[src/rtl/mfre_pkg.sv]
`default_nettype none
// ----------------------------------------------------------------------------
// mfre_pkg: shared constants and types of the mono framebuffer raster engine
// screen geometry, command codes and the controller/datapath interface
// ----------------------------------------------------------------------------
package mfre_pkg;

  localparam int SCREEN_W    = 240;
  localparam int SCREEN_H    = 320;
  localparam int ROW_BYTES   = 30;
  localparam int STORE_BYTES = ROW_BYTES * SCREEN_H;

  // drawable width, pixels beyond the last row byte are never written
  localparam int DRAW_W = (SCREEN_W < ROW_BYTES * 8) ? SCREEN_W : ROW_BYTES * 8;

  localparam int AW  = (STORE_BYTES > 1) ? $clog2(STORE_BYTES) : 1;
  localparam int XW  = $clog2(DRAW_W);
  localparam int YW  = (SCREEN_H > 1) ? $clog2(SCREEN_H) : 1;
  localparam int BXW = (ROW_BYTES > 1) ? $clog2(ROW_BYTES) : 1;
  localparam int CW  = 13;  // signed coordinate arithmetic

  localparam logic signed [CW-1:0] DRAW_WS   = CW'(DRAW_W);
  localparam logic signed [CW-1:0] SCREEN_HS = CW'(SCREEN_H);

  localparam logic [2:0] CMD_FILL    = 3'd0;
  localparam logic [2:0] CMD_OUTLINE = 3'd1;
  localparam logic [2:0] CMD_BLIT    = 3'd2;
  localparam logic [2:0] CMD_IMAGE   = 3'd3;
  localparam logic [2:0] CMD_CLEAR   = 3'd4;
  localparam logic [2:0] CMD_READ    = 3'd5;

  // rectangle segment selection
  localparam logic [2:0] SEG_FULL  = 3'd0;
  localparam logic [2:0] SEG_TOP   = 3'd1;
  localparam logic [2:0] SEG_BOT   = 3'd2;
  localparam logic [2:0] SEG_LEFT  = 3'd3;
  localparam logic [2:0] SEG_RIGHT = 3'd4;

  // memory address source
  localparam logic [1:0] SRC_RECT = 2'd0;
  localparam logic [1:0] SRC_BLA  = 2'd1;
  localparam logic [1:0] SRC_BLB  = 2'd2;
  localparam logic [1:0] SRC_READ = 2'd3;

  typedef struct packed {
    logic       item_load;
    logic       rect_load;
    logic [2:0] seg;
    logic       rect_prep;
    logic       rect_adv;
    logic       blit_start;
    logic       blit_prep;
    logic       blit_upd;
    logic       clr_start;
    logic       clr_step;
    logic       mem_rd;
    logic       mem_wr;
    logic [1:0] src;
    logic       out_load;
  } dp_cmd_t;

  typedef struct packed {
    logic [2:0] item_cmd;
    logic       rect_empty;
    logic       rect_last;
    logic       clr_last;
    logic       blit_pending;
    logic       mask_a_nz;
    logic       mask_b_nz;
    logic       out_busy;
  } dp_stat_t;

endpackage
`default_nettype wire

[src/rtl/mfre_ctrl.sv]
`default_nettype none
// ----------------------------------------------------------------------------
// mfre_ctrl: command sequencer
// walks clears, rectangles, blit bytes and reads through the datapath
// ----------------------------------------------------------------------------
module mfre_ctrl import mfre_pkg::*; (
  input  wire logic     clk,
  input  wire logic     rst_n,
  input  wire logic     in_valid,
  output logic          in_stall,
  input  wire dp_stat_t stat,
  output dp_cmd_t       cmd
);

  localparam logic [3:0] S_CLR   = 4'd0;
  localparam logic [3:0] S_IDLE  = 4'd1;
  localparam logic [3:0] S_DEC   = 4'd2;
  localparam logic [3:0] S_RPREP = 4'd3;
  localparam logic [3:0] S_RRD   = 4'd4;
  localparam logic [3:0] S_RWR   = 4'd5;
  localparam logic [3:0] S_NSEG  = 4'd6;
  localparam logic [3:0] S_BPREP = 4'd7;
  localparam logic [3:0] S_BA    = 4'd8;
  localparam logic [3:0] S_BWA   = 4'd9;
  localparam logic [3:0] S_BB    = 4'd10;
  localparam logic [3:0] S_BWB   = 4'd11;
  localparam logic [3:0] S_BUPD  = 4'd12;
  localparam logic [3:0] S_RESP  = 4'd13;

  logic [3:0] state_r, state_nxt;
  logic [2:0] seg_r, seg_nxt;

  assign in_stall = (state_r != S_IDLE);

  always_comb begin
    state_nxt = state_r;
    seg_nxt   = seg_r;
    cmd       = '0;
    unique case (state_r)
      S_CLR: begin
        cmd.clr_step = 1'b1;
        if (stat.clr_last) state_nxt = S_IDLE;
      end
      S_IDLE: begin
        if (in_valid) begin
          cmd.item_load = 1'b1;
          state_nxt     = S_DEC;
        end
      end
      S_DEC: begin
        unique case (stat.item_cmd)
          CMD_FILL: begin
            cmd.rect_load = 1'b1;
            cmd.seg       = SEG_FULL;
            seg_nxt       = SEG_FULL;
            state_nxt     = S_RPREP;
          end
          CMD_OUTLINE: begin
            cmd.rect_load = 1'b1;
            cmd.seg       = SEG_TOP;
            seg_nxt       = SEG_TOP;
            state_nxt     = S_RPREP;
          end
          CMD_BLIT: begin
            cmd.blit_start = 1'b1;
            state_nxt      = S_IDLE;
          end
          CMD_IMAGE: begin
            state_nxt = stat.blit_pending ? S_BPREP : S_IDLE;
          end
          CMD_CLEAR: begin
            cmd.clr_start = 1'b1;
            state_nxt     = S_CLR;
          end
          CMD_READ: begin
            cmd.mem_rd = 1'b1;
            cmd.src    = SRC_READ;
            state_nxt  = S_RESP;
          end
          default: state_nxt = S_IDLE;
        endcase
      end
      S_RPREP: begin
        cmd.rect_prep = 1'b1;
        state_nxt     = stat.rect_empty ? S_NSEG : S_RRD;
      end
      S_RRD: begin
        cmd.mem_rd = 1'b1;
        cmd.src    = SRC_RECT;
        state_nxt  = S_RWR;
      end
      S_RWR: begin
        cmd.mem_wr   = 1'b1;
        cmd.src      = SRC_RECT;
        cmd.rect_adv = 1'b1;
        state_nxt    = stat.rect_last ? S_NSEG : S_RRD;
      end
      S_NSEG: begin
        // outline walks top, bottom, left, right
        state_nxt = S_RPREP;
        cmd.rect_load = 1'b1;
        case (seg_r)
          SEG_TOP:  seg_nxt = SEG_BOT;
          SEG_BOT:  seg_nxt = SEG_LEFT;
          SEG_LEFT: seg_nxt = SEG_RIGHT;
          default: begin
            cmd.rect_load = 1'b0;
            state_nxt     = S_IDLE;
          end
        endcase
        cmd.seg = seg_nxt;
      end
      S_BPREP: begin
        cmd.blit_prep = 1'b1;
        state_nxt     = S_BA;
      end
      S_BA: begin
        if (stat.mask_a_nz) begin
          cmd.mem_rd = 1'b1;
          cmd.src    = SRC_BLA;
          state_nxt  = S_BWA;
        end else begin
          state_nxt = S_BB;
        end
      end
      S_BWA: begin
        cmd.mem_wr = 1'b1;
        cmd.src    = SRC_BLA;
        state_nxt  = S_BB;
      end
      S_BB: begin
        if (stat.mask_b_nz) begin
          cmd.mem_rd = 1'b1;
          cmd.src    = SRC_BLB;
          state_nxt  = S_BWB;
        end else begin
          state_nxt = S_BUPD;
        end
      end
      S_BWB: begin
        cmd.mem_wr = 1'b1;
        cmd.src    = SRC_BLB;
        state_nxt  = S_BUPD;
      end
      S_BUPD: begin
        cmd.blit_upd = 1'b1;
        state_nxt    = S_IDLE;
      end
      S_RESP: begin
        if (!stat.out_busy) begin
          cmd.out_load = 1'b1;
          state_nxt    = S_IDLE;
        end
      end
      default: state_nxt = S_IDLE;
    endcase
  end

  always_ff @(posedge clk) begin
    if (!rst_n) begin
      state_r <= S_CLR;
      seg_r   <= SEG_FULL;
    end else begin
      state_r <= state_nxt;
      seg_r   <= seg_nxt;
    end
  end

endmodule
`default_nettype wire

[config.mk]
export PLATFORM = sky130hd
export DESIGN_NAME = mfre_ctrl
export DESIGN_NICKNAME = d
export VERILOG_FILES = /design/src/rtl/mfre_pkg.sv /design/src/rtl/mfre_ctrl.sv
export SDC_FILE = /design/constraint.sdc
export NUM_CORES = 1
export LEC_CHECK = 0
export BUFFER_PORTS_ARGS = -buffer_cell sky130_fd_sc_hd__buf_2
export CAP_MARGIN = 0
export CORE_MARGIN = 5
export CORE_UTILIZATION = 30
export DETAILED_ROUTE_END_ITERATION = 6
export RECOVER_POWER = 100
export SKIP_CTS_REPAIR_TIMING = 1
export SYNTH_ARGS = -nofsm -noshare
export SYNTH_HDL_FRONTEND = slang
export SYNTH_SLANG_ARGS = --single-unit
[constraint.sdc]
create_clock -name clk -period 1.9 [get_ports clk]
set_input_delay 0.095 -clock clk [delete_from_list [all_inputs] [get_ports clk]]
set_output_delay 0.095 -clock clk [all_outputs]
set_load 0.1 [all_outputs]
==> results of run 1 <==
## layout by cell type (no fill, tap or decap), types with 2 or more instances in the layout
cell type	n
clkbuf_2	6
nand2_1	8
o21ai_0	4
inv_1	5
buf_4	7
buf_12	6
clkbuf_4	7
and3_1	2
o21a_1	3
nor3b_1	2
nor2b_1	3
nor2_1	11
nand2b_1	4
o22ai_1	2
a21oi_1	7
buf_2	13
dfxtp_1	7
nor3_4	3
## final cells by class
class	instances	share of cell area (%)
Tap cell	28	3.05
Clock buffer	4	2.29
Timing Repair Buffer	37	26.9
Multi-Input combinational cell	80	53.3
Sequential cell	7	12.2
Inverter	6	2.29
## cells by family (layout without fill, tap and decap cells)
kind of cell,Yosys count,count (layout),synth area share (%)
compound gates,30,30,29.3
mux,2,2,3.11
simple gates,47,47,37.9
xor+xnor,1,1,1.28
flops,7,7,20.5
buf+inv,12,47,7.87
## power by group
group	total, mW	switching (mW)	internal [mW]	leakage [nW]
clock network	0.140	0.0591	0.0804	0.0150
registers	0.153	0.00211	0.151	0.0567
logic	0.177	0.129	0.0485	0.398
total	0.470	0.190	0.279	0.469
## per-stage QoR
step / hold WS, ps / area (µm²) / cells
after floorplan: 212 / 810 / 99
after global placement: 386 / 1230 / 157
after detailed placement: 397 / 1230 / 157
after CTS: 135 / 1260 / 161
after global routing: 136 / 1150 / 162
final: 131 / 1150 / 162
## metal layers
layer	wire, µm	GRT usage (%)	part of all wire (%)
met1	1000	16.0	47
met2	1000	21.0	47
met3	121	2.67	5.6
met4	24	4.64	1.1
met5	0	0	0
## critical path, stage by stage (launching register included)
cell and delay, ps:
dfxtp_1 310, or4b_4 530, or3_4 400, o22ai_4 180
buf_12 190
## worst paths after layout
path                            from                      end  depth (start not counted)
min reg2reg    seg_r[2]$_SDFFE_PN0P_    seg_r[2]$_SDFFE_PN0P_                          2
max reg2reg  state_r[3]$_SDFFE_PN0P_  state_r[1]$_SDFFE_PN0P_                          5
max          state_r[3]$_SDFFE_PN0P_                  cmd[12]                          4
min                            rst_n    seg_r[1]$_SDFFE_PN0P_                          2
## sequential cells by signal (all words and copies together), names as in the netlist
signal	count
seg_r	3
state_r	4
==> results.py, run 1 <==
metrics = {
    "run_status": {
        "status": "finished with violations",
        "violations": "setup timing",
    },
    "worst_setup_path": {
        "cp-end-kind": "primary output",
        "crit_type": "flip-flop to primary output",
        "reg2reg_slack_ps": 110,
        "cp.required_ps": 1800,
        "startpoint_type": "flip-flop",
        "crit_fanout": 5,
        "worstPathArrival_ps": 1870,
    },
    "pwr": {
        "p_per_area_nw_per_um2": 408,
        "irDropWorstVdd_v": 0.000391,
        "totalPowerFinal_mw": 0.470,
        "p_leak_nw": 0.469,
    },
    "floorplanning": {
        "pin_count": 31,
        "die_y_um": 57.7,
        "chipWidth_um": 57.7,
        "std_cell_rows": 17,
        "start_util_pct": 31.2,
        "dieArea_um2": 3330,
        "core_um2": 2190,
    },
    "grt": {
        "grt_pass1_wl_um": 3440,
        "grt_pass1_vias": 794,
        "gr-total-overflow": 0,
        "grt_max_degree": 19,
        "antenna_found_initial": 0,
        "grt_usage_pct": 12.6,
    },
    "cts": {
        "ctsRootBufferMaster": "clkbuf_4",
        "clock_path_buffers": 2,
        "clkSlewWorstSetupHoldPaths_ps": 60,
        "worst_skew_pair.late_latency_ps": 250,
        "cts_tree": "done",
        "htreeDepth": 1,
        "cts.sinks": 7,
        "cts_buffers": 3,
    },
    "yosys": {
        "synth_most_common_cell": "nor2_1",
        "yosys-top-cells-count": "13 x nor2_1, 9 x a21oi_1, 8 x nand2_1",
        "syn_nets": 112,
        "async_flop_share_pct": 0,
        "synth_top_area_cell": "dfxtp_1",
        "synth_seq_cells": 7,
        "synth_enable_flop_cells": 0,
        "avgSynthCellArea_um2": 6.90,
        "yosys.cell_types.count": 39,
        "synthCells": 99,
        "synth_ff_type": "dfxtp_1",
        "yosysWarningCount": 0,
        "synth.area.top_cells": "dfxtp_1 21%, nor2_1 7.1%, a21oi_1 6.6%, nand2_1 4.4%, nand2b_1 3.7%",
        "netlist_area_um2": 683,
        "synth_top_cell_area_share_pct": 20.5,
        "synth_seq_area_share_pct": 20.5,
    },
    "sta": {
        "skew_ps": 0.300,
        "slew_violations": 0,
        "fin_crit_sh_pct": 104,
        "fin_tns_setup_ps": -72.1,
        "finalSetupViolCount": 2,
        "worst_slack_ps": -68.0,
        "hold_viol": 0,
        "max_freq_mhz": 508,
        "worstMarginPinSlew_ps": 548,
        "max-slew-margin-rel_pct": 63.6,
        "rsz0062_at_grt": "true",
        "fin_crit_ps": 1970,
    },
    "finish": {
        "final_nets": 148,
        "postLayoutCoreUtil_pct": 52.5,
        "fillerInstances": 221,
        "antenna_cells": 0,
        "multiInputGateArea_um2": 613,
        "regArea_um2": 140,
        "drive_gt1_share_pct": 42.5,
        "synthToLayoutAreaGrowth_pct": 68.3,
    },
    "route": {
        "wl_per_cell_um": 13.3,
        "dr.first_iter.drc_count": 5,
        "avgViaCountPerCell": 5.27,
        "via_count": 854,
        "drt_wl_total_um": 2150,
        "route.detailed.drc": 0,
        "drt_pass1_iterations": 4,
        "drt.antenna.violating_nets": 0,
    },
    "placement": {
        "gp_congestion": 0.816,
        "port_buffers": 30,
        "pre_cts_slack_ps": 89.2,
        "dp_hpwl_um": 1690,
    },
    "worst_hold_path": {
        "hold_class": "input port to flip-flop",
    },
    "run": {
        "drv_cap": 0,
    },
}
Note: power is estimated with default switching activity, not from simulation.
==> run 2: changes to the inputs <==
- RECOVER_POWER: 100 -> unset
==> run 2 against run 1 <==
- the flow still finishes with violations (setup timing)
- cell area rose by 11%
- sequential power barely moved
- total power rose by 1.8%
- clock skew barely moved
- via count fell by 0.35%
- wire length fell by 1.5%
- critical path type unchanged
- highest routed layer unchanged
==> results.py, run 2 (synthesis results as in run 1) <==
metrics = {
    "floorplanning": {
        "pin_count": 31,
        "std_cell_rows": 17,
        "start_util_pct": 31.2,
        "chipWidth_um": 57.7,
        "core_um2": 2190,
        "die_y_um": 57.7,
        "dieArea_um2": 3330,
    },
    "route": {
        "route.detailed.drc": 0,
        "wl_per_cell_um": 13.1,
        "dr.first_iter.drc_count": 6,
        "via_count": 851,
        "drt_pass1_iterations": 4,
        "drt_wl_total_um": 2120,
        "avgViaCountPerCell": 5.25,
        "drt.antenna.violating_nets": 0,
    },
    "pwr": {
        "p_per_area_nw_per_um2": 375,
        "totalPowerFinal_mw": 0.478,
        "irDropWorstVdd_v": 0.000371,
        "p_leak_nw": 0.497,
    },
    "sta": {
        "slew_violations": 0,
        "fin_crit_sh_pct": 104,
        "worstMarginPinSlew_ps": 485,
        "worst_slack_ps": -67.0,
        "rsz0062_at_grt": "true",
        "finalSetupViolCount": 2,
        "max-slew-margin-rel_pct": 67.9,
        "fin_crit_ps": 1970,
        "skew_ps": 0.701,
        "max_freq_mhz": 508,
        "hold_viol": 0,
    },
    "run": {
        "drv_cap": 0,
    },
    "finish": {
        "final_cell_mix": "15 x buf_2, 15 x buf_12, 10 x nor2_1, 8 x nand2_1",
        "fillerInstances": 207,
        "final_nets": 148,
        "postLayoutCellArea_um2": 1280,
        "antenna_cells": 0,
        "reg_top3": "state_r: 4 flops, seg_r: 3 flops",
        "largest_reg_flops": 4,
        "multiInputGateArea_um2": 621,
        "drive_gt1_share_pct": 43.3,
        "top_register": "state_r",
        "synthToLayoutAreaGrowth_pct": 86.8,
        "regArea_um2": 140,
        "post_layout_nonfiller_instances": 162,
    },
    "grt": {
        "grt_max_degree": 19,
        "gr-total-overflow": 0,
        "antenna_found_initial": 0,
        "grt_pass1_vias": 794,
        "grt_pass1_wl_um": 3440,
        "grt_usage_pct": 12.6,
    },
    "worst_setup_path": {
        "crit_type": "flip-flop to primary output",
        "startpoint_type": "flip-flop",
        "cp-end-kind": "primary output",
        "worstPathArrival_ps": 1870,
        "crit_fanout": 5,
        "cp.required_ps": 1800,
    },
    "cts": {
        "ctsRootBufferMaster": "clkbuf_4",
        "htreeDepth": 1,
        "clkSlewWorstSetupHoldPaths_ps": 60,
        "cts_tree": "done",
        "cts.sinks": 7,
        "cts_buffers": 3,
        "worst_skew_pair.late_latency_ps": 250,
        "clock_path_buffers": 2,
    },
    "run_status": {
        "violations": "setup timing",
        "status": "finished with violations",
    },
    "placement": {
        "gp_congestion": 0.816,
        "port_buffers": 30,
        "placed_cell_area_um2": 1230,
        "dp_hpwl_um": 1690,
        "dp_cells": 157,
    },
    "worst_hold_path": {
        "hold_class": "input port to flip-flop",
    },
}
## run 2: final timing paths
check	from	end	slack (ps)	cells past startpoint
hold reg to reg	seg_r[2]$_SDFFE_PN0P_	seg_r[2]$_SDFFE_PN0P_	600	2
setup / recovery	state_r[3]$_SDFFE_PN0P_	cmd[12]	-70	4
setup reg to reg	state_r[3]$_SDFFE_PN0P_	state_r[1]$_SDFFE_PN0P_	110	5
hold / removal	rst_n	seg_r[1]$_SDFFE_PN0P_	130	2
## run 2: metrics by stage
stage | worst slack (ps) | hold slack [ps] | utilization, % | TNS, ps
2_1_floorplan | -417 | 212 | - | -1920
3_5_place_dp | 89.2 | 397 | 56.3 | 0
5_1_grt | -118 | 136 | 58.3 | -159
4_1_cts | -180 | 135 | 57.5 | -307
3_3_place_gp | 118 | 386 | 56.3 | 0
6_report | -67.0 | 129 | 58.3 | -70.7
## run 2: final cells by class
| type | count | share of cell area (%) |
|---|---|---|
| clock buffer | 4 | 2.06 |
| inverter | 6 | 2.06 |
| multi-input combinational | 80 | 48.6 |
| sequential | 7 | 11.0 |
| tap | 28 | 2.75 |
| timing repair buffer | 37 | 33.5 |
## run 2: power breakdown
part	total, mW	internal, mW	switching (mW)
logic	0.186	0.0561	0.130
registers	0.153	0.151	0.00211
clock network	0.139	0.0804	0.0589
## run 2: critical path: stages, from the launching register on
cell	delay, ps
dfxtp_1	310
or4b_4	530
or3_4	400
o22ai_4	180
buf_12	190
## run 2: per-layer routing
metal | share of wire [%] | global-route usage (%) | wire length [µm] | up-vias
met3 | 7.6 | 2.67 | 162 | 4
met5 | 0 | 0 | 0 | -
li1 | - | - | - | 431
met1 | 44 | 16.0 | 935 | 388
met2 | 47 | 21.0 | 995 | 28
met4 | 1.1 | 4.64 | 24 | 0
